### src/rtl/pba_pkg.sv
// shared types, codes and defaults for the page bitmap allocator
package pba_pkg;

	localparam int DEF_INT_PAGES_MAX = 64;
	localparam int DEF_EXT_PAGES_MAX = 32768;
	localparam int DEF_PAGE_SHIFT    = 12;

	localparam logic [2:0] KIND_RESERVE = 3'd0;
	localparam logic [2:0] KIND_RELEASE = 3'd1;
	localparam logic [2:0] KIND_TEST    = 3'd2;
	localparam logic [2:0] KIND_FIND    = 3'd3;
	localparam logic [2:0] KIND_XLATE   = 3'd4;

	localparam logic [1:0] MSEL_INT  = 2'd0;
	localparam logic [1:0] MSEL_EXT  = 2'd1;
	localparam logic [1:0] MSEL_BOTH = 2'd2;
	localparam logic [1:0] MSEL_NONE = 2'd3;

	localparam logic [1:0] REG_INT_BASE  = 2'd0;
	localparam logic [1:0] REG_INT_PAGES = 2'd1;
	localparam logic [1:0] REG_EXT_BASE  = 2'd2;
	localparam logic [1:0] REG_EXT_PAGES = 2'd3;

	typedef struct packed {
		logic load;
		logic clr_step;
		logic mark_req;
		logic mark_fnd;
		logic mark_step;
		logic test_rd;
		logic scan_init;
		logic scan_mem;
		logic scan_step;
		logic capture;
	} pba_cmd_t;

	typedef struct packed {
		logic       clr_done;
		logic       mark_done;
		logic       scan_done;
		logic       scan_found;
		logic       next_mem;
		logic       reserve;
		logic [2:0] kind;
	} pba_stat_t;

endpackage

### src/rtl/pba_ctrl.sv
// request sequencer: clearing pass, decode, mark walk, scan, result handoff
module pba_ctrl import pba_pkg::*; (
	input  logic      clk,
	input  logic      arst_n,
	input  logic      in_valid,
	output logic      in_ready,
	output logic      out_valid,
	input  logic      out_ready,
	input  pba_stat_t stat,
	output pba_cmd_t  cmd
);

	typedef enum logic [5:0] {
		ST_CLEAR  = 6'b000001,
		ST_IDLE   = 6'b000010,
		ST_DECODE = 6'b000100,
		ST_MARK   = 6'b001000,
		ST_SCAN   = 6'b010000,
		ST_FIN    = 6'b100000
	} state_t;

	state_t state_q, state_d;
	logic   out_valid_q;

	assign in_ready  = (state_q == ST_IDLE);
	assign out_valid = out_valid_q;

	always_comb begin
		state_d = state_q;
		cmd     = '0;
		case (state_q)
			ST_CLEAR: begin
				if (stat.clr_done) state_d = ST_IDLE;
				else cmd.clr_step = 1'b1;
			end
			ST_IDLE: begin
				if (in_valid) begin
					cmd.load = 1'b1;
					state_d  = ST_DECODE;
				end
			end
			ST_DECODE: begin
				case (stat.kind)
					KIND_RESERVE, KIND_RELEASE: begin
						cmd.mark_req = 1'b1;
						state_d      = ST_MARK;
					end
					KIND_TEST: begin
						cmd.test_rd = 1'b1;
						state_d     = ST_FIN;
					end
					KIND_FIND: begin
						cmd.scan_init = 1'b1;
						cmd.scan_mem  = 1'b0;
						state_d       = ST_SCAN;
					end
					default: state_d = ST_FIN;
				endcase
			end
			ST_MARK: begin
				if (stat.mark_done) state_d = ST_FIN;
				else cmd.mark_step = 1'b1;
			end
			ST_SCAN: begin
				if (stat.scan_found) begin
					if (stat.reserve) begin
						cmd.mark_fnd = 1'b1;
						state_d      = ST_MARK;
					end else begin
						state_d = ST_FIN;
					end
				end else if (stat.scan_done) begin
					if (stat.next_mem) begin
						cmd.scan_init = 1'b1;
						cmd.scan_mem  = 1'b1;
					end else begin
						state_d = ST_FIN;
					end
				end else begin
					cmd.scan_step = 1'b1;
				end
			end
			ST_FIN: begin
				if (!out_valid_q || out_ready) begin
					cmd.capture = 1'b1;
					state_d     = ST_IDLE;
				end
			end
			default: state_d = ST_IDLE;
		endcase
	end

	always_ff @(posedge clk or negedge arst_n) begin
		if (!arst_n) begin
			state_q     <= ST_CLEAR;
			out_valid_q <= 1'b0;
		end else begin
			state_q <= state_d;
			if (cmd.capture) out_valid_q <= 1'b1;
			else if (out_ready) out_valid_q <= 1'b0;
		end
	end

endmodule
### config.mk
export PLATFORM = sky130hd
export DESIGN_NAME = pba_ctrl
export DESIGN_NICKNAME = d
export VERILOG_FILES = /design/src/rtl/pba_pkg.sv /design/src/rtl/pba_ctrl.sv
export SDC_FILE = /design/constraint.sdc
export NUM_CORES = 1
export LEC_CHECK = 0
export ABC_AREA = 1
export BUFFER_PORTS_ARGS = -buffer_cell sky130_fd_sc_hd__buf_2
export CAP_MARGIN = 20
export CORE_AREA = 4 4 41 43
export DETAILED_ROUTE_END_ITERATION = 10
export DIE_AREA = 0 0 45 47
export PLACE_DENSITY = 0.72
export SKIP_CTS_REPAIR_TIMING = 1
export SLEW_MARGIN = 10
export SYNTH_ARGS = -nofsm -noshare
export SYNTH_HDL_FRONTEND = slang
export SYNTH_SLANG_ARGS = --single-unit
### constraint.sdc
create_clock -name clk -period 1.5 [get_ports clk]
set_input_delay 0 -clock clk [delete_from_list [all_inputs] [get_ports clk]]
set_output_delay 0 -clock clk [all_outputs]
set_load 0.01 [all_outputs]
==> run summary, run 1 <==
initial drt markers = 13
Final Hold Fails = 0
first-pass GRT wire length = 2187 µm
initial antenna violation count = 0
mapped cell area = 555.5 µm²
Synth top area share = 27.03%
kind of critical path = reg2out
worst reg2reg setup slack = 190 ps
DR WL/cell = 10.78 µm
clock root buffer = clkbuf_4
CTS sink cnt = 7
largest cells by area after synthesis = dfrtp_1 27%, inv_1 11%, nand2_1 11%, nor2_1 11%, nor2_4 10%
Tmin final = 1472 ps
initial core utilization = 42.69%
largest net degree at the start of global routing = 9
clk slew on worst S/H paths = 50 ps
final setup violation count = 0
Final Power = 988.0 µW
worst hold path class = in2reg
Post-Syn Nets = 98
post-synthesis cell type count = 17
Area after DPL = 694.4 µm²
critical path startpoint = state_q[1]
post-synthesis adder-cell area fraction = 0%
Worst path max stage delay = 400 ps
Post-Syn Instances = 85
Worst EP required = 1500 ps
largest family of logic cells by synthesized area = simple AND/OR/NAND/NOR gates
Synth Register Bits = 7
final hold slack = 6.601 ps
cell breakdown of the critical path = nor2_4 -> nand3_2 -> nor2_4 -> inv_1 -> o21ai_1 -> buf_2
simple-gate area share of the yosys netlist = 52.48%
layout cell share with drive strength beyond 1 = 37.19%
CTS max path bufs = 2
YS warnings = 0
most used cell, CP = nor2_4
Top-Level Pins = 25
Critical Path End Type = output pin
H-tree levels = 1
Max Transition Viols Final = 0
part of the Yosys area used for sequential elements = 31.76%
synth cell count leaders = 17 x inv_1, 17 x nand2_1, 16 x nor2_1, 7 x nand3_1
Die X = 45 µm
number of vias per cell = 4.897
Pwr per Cell Area = 1230 mW/mm²
CP Launch Type = flop
Initial DRT Pass Iterations = 4
Reg2Reg Depth = 7
Detailed Route WL = 1466 µm
Die Footprint = 0.002115 mm²
post-synthesis compound-gate area fraction = 3.604%
design area = 803.3 µm²
Core Area = 0.001301 mm²
Hold Path Depth = 4
DRC = 0
Fmax achieved = 679.4 MHz
CTS tree = yes
syn avg cell area = 6.536 µm²
worst vdd ir = 0.6832 mV
Max-Cap Viols = 0
critical path data arrival time = 1470 ps
routed vias = 666
Detail Route Antenna Nets = 0
async set-reset flop share out of synthesis = 100.0%
FP Rows = 13
Chip Height = 47 µm
unrepaired setup endpoints after global routing = true
post-detail-place hpwl = 1105 µm
status = finished clean
Reg area = 176.4 µm²
Layout area overhead = 44.59%
Synth area leader = dfrtp_1
leakage = 0.5068 nW
Overflow after GRT = 0
Clock Skew = 2.983 ps
mux share of post-synthesis cell area = 0%
Critical-path top delay cell = dfrtp_1
PortBufs = 24
worst-skew pair later-pin latency = 250 ps
final-stage net count = 135
worst-margin pin slew = 213.6 ps
RePlAce Congestion = 0.8876
CP endpoint = cmd[3]
Post-synth EDFFs = 0
Fillers = 139
Rel. slew slack = 85.73%
Inserted Clock Buffers = 3
Primary FF master, synth = dfrtp_1
ant diodes = 0
reg2reg start = state_q[2]
Reg-to-Reg End = state_q[5]
area occupied by multi-input gates = 329.1 µm²
Period Utilization, post-route = 98.13%
Total GRT Usage = 14.46%
xor and xnor area share after synthesis = 0%
vias in the first global route = 538
CP Max Fanout = 7
-- final cells by class --
class / count / share of cell area (%)
multi-input combinational: 60 / 40.97
clock buffer: 4 / 3.271
tap: 15 / 2.336
timing repair buffer: 32 / 23.05
sequential: 7 / 21.96
inverter: 18 / 8.411
-- how the worst min path moves through the flow --
| stage | end | slack, ps | from |
|---|---|---|---|
| after floorplan | out_valid | -300 | arst_n |
| after CTS | state_q[3] | -420 | arst_n |
| final | state_q[0] | 7 | stat[8] |
| after detailed placement | state_q[2] | -150 | arst_n |
| after global routing | state_q[0] | 30 | stat[8] |
| after global placement | state_q[2] | -160 | arst_n |
-- critical path: cells and delay by family (launching register included) --
kind | cells | cell delay (ps)
simple gates | 3 | 510
buf+inv | 2 | 200
flops | 1 | 400
compound gates | 1 | 110
-- layout by cell type (no fill, tap or decap), types with 2 or more instances in the layout --
master and count:
inv_1 17, o21ai_0 2, nand3_1 7, buf_4 6, dlygate4sd3_1 2, dfrtp_1 6, nand4_1 6, nor2_1 16
nand2_1 17, buf_2 24, clkbuf_4 3, nor2_4 6
-- metal layers --
metal,part of all wire [%],global-route usage (%),vias up
li1,-,-,339
met1,44,19.17,299
met2,49,21.75,26
met3,6.0,1.533,2
met4,1.3,10.53,0
met5,0,0,-
-- power by group --
part	total, mW	leakage [nW]	internal, mW	switching [mW]
registers	0.277	0.0902	0.230	0.0463
clock network	0.170	0.0150	0.101	0.0686
logic	0.541	0.402	0.224	0.317
-- stage by stage --
| step | utilization (%) | TNS [ps] | cells | setup WS (ps) |
|---|---|---|---|---|
| finish | 61.73 | 0 | 136 | 28.09 |
| CTS | 55.38 | -1.615 | 128 | -1.615 |
| floorplan | - | 0 | 85 | 318.2 |
| detailed placement | 53.37 | 0 | 124 | 260.3 |
| global route | 61.73 | -117.7 | 136 | -54.38 |
| global placement | 53.37 | 0 | 124 | 257.9 |
-- sequential cells by signal, summed over array words and instances (netlist names) --
name       flops
out_valid      1
state_q        6
-- kinds of logic (layout without fill, tap and decap cells) --
logic type             after synthesis  after routing
AND/OR/NAND/NOR                     56             56
buffers and inverters               18             54
flip-flops                           7              7
AO/OA/AOI/OAI                        4              4
No activity file was read; power rests on OpenSTA's default activity.
==> inputs of run 2 (changes only) <==
--- a/config.mk
+++ b/config.mk
@@ -12,6 +12,7 @@
 export DETAILED_ROUTE_END_ITERATION = 10
 export DIE_AREA = 0 0 45 47
 export PLACE_DENSITY = 0.72
+export RECOVER_POWER = 50
 export SKIP_CTS_REPAIR_TIMING = 1
 export SLEW_MARGIN = 10
 export SYNTH_ARGS = -nofsm -noshare
==> run 2 against run 1 <==
Combinational power hardly changed. Largest power group unchanged. Clock power hardly changed. Critical endpoint unchanged. Largest cell class unchanged. Die area stayed put.
==> run summary, run 2 (same netlist as run 1, synthesis figures left out) <==
CP Max Fanout = 7
Clk pwr share = 17.2%
first-pass GRT wire length = 2187 µm
CP bufs+invs = 2
Final Hold Fails = 0
Die Footprint = 0.002115 mm²
final hold slack = 7.015 ps
CP Launch Type = flop
initial antenna violation count = 0
Worst EP required = 1500 ps
Overflow after GRT = 0
Initial DRT Pass Iterations = 4
Max Transition Viols Final = 0
clock root buffer = clkbuf_4
clk slew on worst S/H paths = 50 ps
ant diodes = 0
design area = 800.8 µm²
Tmin final = 1471 ps
worst hold path class = in2reg
routed vias = 667
worst vdd ir = 0.6854 mV
worst-margin pin slew = 392.9 ps
unrepaired setup endpoints after global routing = true
hold endpoint = state_q[0]
cell breakdown of the critical path = nor2_4 -> nand3_2 -> nor2_4 -> inv_1 -> o21ai_1 -> buf_2
combinational share of power = 54.7%
Fmax achieved = 679.9 MHz
Rel. slew slack = 73.81%
Critical-path top delay cell = dfrtp_1
reg2reg start = state_q[2]
critical path data arrival time = 1470 ps
most used cell, CP = nor2_4
commonest non-fill, non-tap cell in the layout = buf_2
Reg-to-Reg End = state_q[5]
worst-skew pair later-pin latency = 250 ps
# placed instances = 124
leakage = 0.4997 nW
initial core utilization = 42.69%
initial drt markers = 13
Fin Setup TNS = 0 ps
CTS sink cnt = 7
Net Switching = 432.5 µW
Reg2Reg Depth = 7
H-tree levels = 1
Chip Height = 47 µm
worst reg2reg setup slack = 180 ps
DR WL/cell = 10.82 µm
Top-Level Pins = 25
DRC = 0
FP Rows = 13
Detailed Route WL = 1471 µm
kind of critical path = reg2out
most frequent cells in the layout = 22 x buf_2, 17 x inv_1, 17 x nand2_1
largest net degree at the start of global routing = 9
Detail Route Antenna Nets = 0
Total GRT Usage = 14.46%
layout cell share with drive strength beyond 1 = 35.54%
Core Area = 0.001301 mm²
Critical Path End Type = output pin
PnR worst setup slack = 29.27 ps
PortBufs = 24
max reg flops = 6
RePlAce Congestion = 0.8876
Most flops, register = state_q
number of vias per cell = 4.904
Max-Cap Viols = 0
Worst path max stage delay = 400 ps
Fillers = 141
Place WS = 260.3 ps
status = finished clean
Seq pwr share = 28.1%
Inserted Clock Buffers = 3
vias in the first global route = 538
Layout area overhead = 44.14%
final-stage net count = 135
Worst Min Path Start = stat[8]
CTS tree = yes
CTS max path bufs = 2
final setup violation count = 0
cell-internal power = 554.0 µW
Area after DPL = 694.4 µm²
Die X = 45 µm
post-detail-place hpwl = 1105 µm
Hold Path Depth = 4
Top delay family on crit path = simple AND/OR/NAND/NOR gates
Period Utilization, post-route = 98.05%
Layout Cells excl Fill = 136
Pwr per Cell Area = 1232 mW/mm²
Clock Skew = 3.048 ps
Switching Share = 43.84%
[run 2: cell types whose count changed in the layout (fill, tap and decap cells not counted)]
cell	before	now
clkbuf_1	1	3
buf_2	24	22
[run 2: routing by layer]
layer	GRT usage, %	wire, µm	part of all wire (%)
met3	1.533	84	5.7
met4	10.53	19	1.3
met2	21.75	727	49
met5	0	0	0
met1	19.17	639	43
[run 2: worst max path at each step]
stage | start | end | slack [ps] | depth (start not counted)
finish | state_q[1] | cmd[3] | 30 | 6
global placement | state_q[2] | state_q[5] | 260 | 6
detailed placement | state_q[2] | state_q[5] | 260 | 6
floorplan | state_q[0] | state_q[5] | 320 | 6
global route | state_q[4] | cmd[3] | -50 | 7
CTS | state_q[2] | cmd[3] | -2 | 6
[run 2: power groups by stage]
stage | clock network (mW) | registers [mW] | logic, mW
finish | 0.170 | 0.277 | 0.540
global route | 0.187 | 0.283 | 0.593
CTS | 0.175 | 0.275 | 0.443
detailed placement | 0 | 0.278 | 0.440
global placement | 0 | 0.277 | 0.438
floorplan | 0 | 0.275 | 0.321
[run 2: area by class of cell]
cell class | instances | area, µm² | area share, %
well taps | 15 | 18.77 | 2.344
clock buffers | 4 | 26.28 | 3.281
flip-flops and latches | 7 | 176.4 | 22.03
repair buffers | 32 | 182.7 | 22.81
multi-input cells | 60 | 329.1 | 41.09
inverters | 18 | 67.56 | 8.438
[run 2: worst register-to-register path: cells and delay by family, from the launching register on]
kind                   cells  cell delay (ps)
AND/OR/NAND/NOR            4              440
flip-flops                 1              420
buffers and inverters      2              250
AO/OA/AOI/OAI              1               80
[run 2: metrics by stage]
| stage | util [%] | power [mW] |
|---|---|---|
| after floorplan | - | 0.5966 |
| after global placement | 53.37 | 0.7151 |
| after detailed placement | 53.37 | 0.7186 |
| after CTS | 55.38 | 0.8934 |
| after global routing | 61.54 | 1.063 |
| final | 61.54 | 0.9865 |
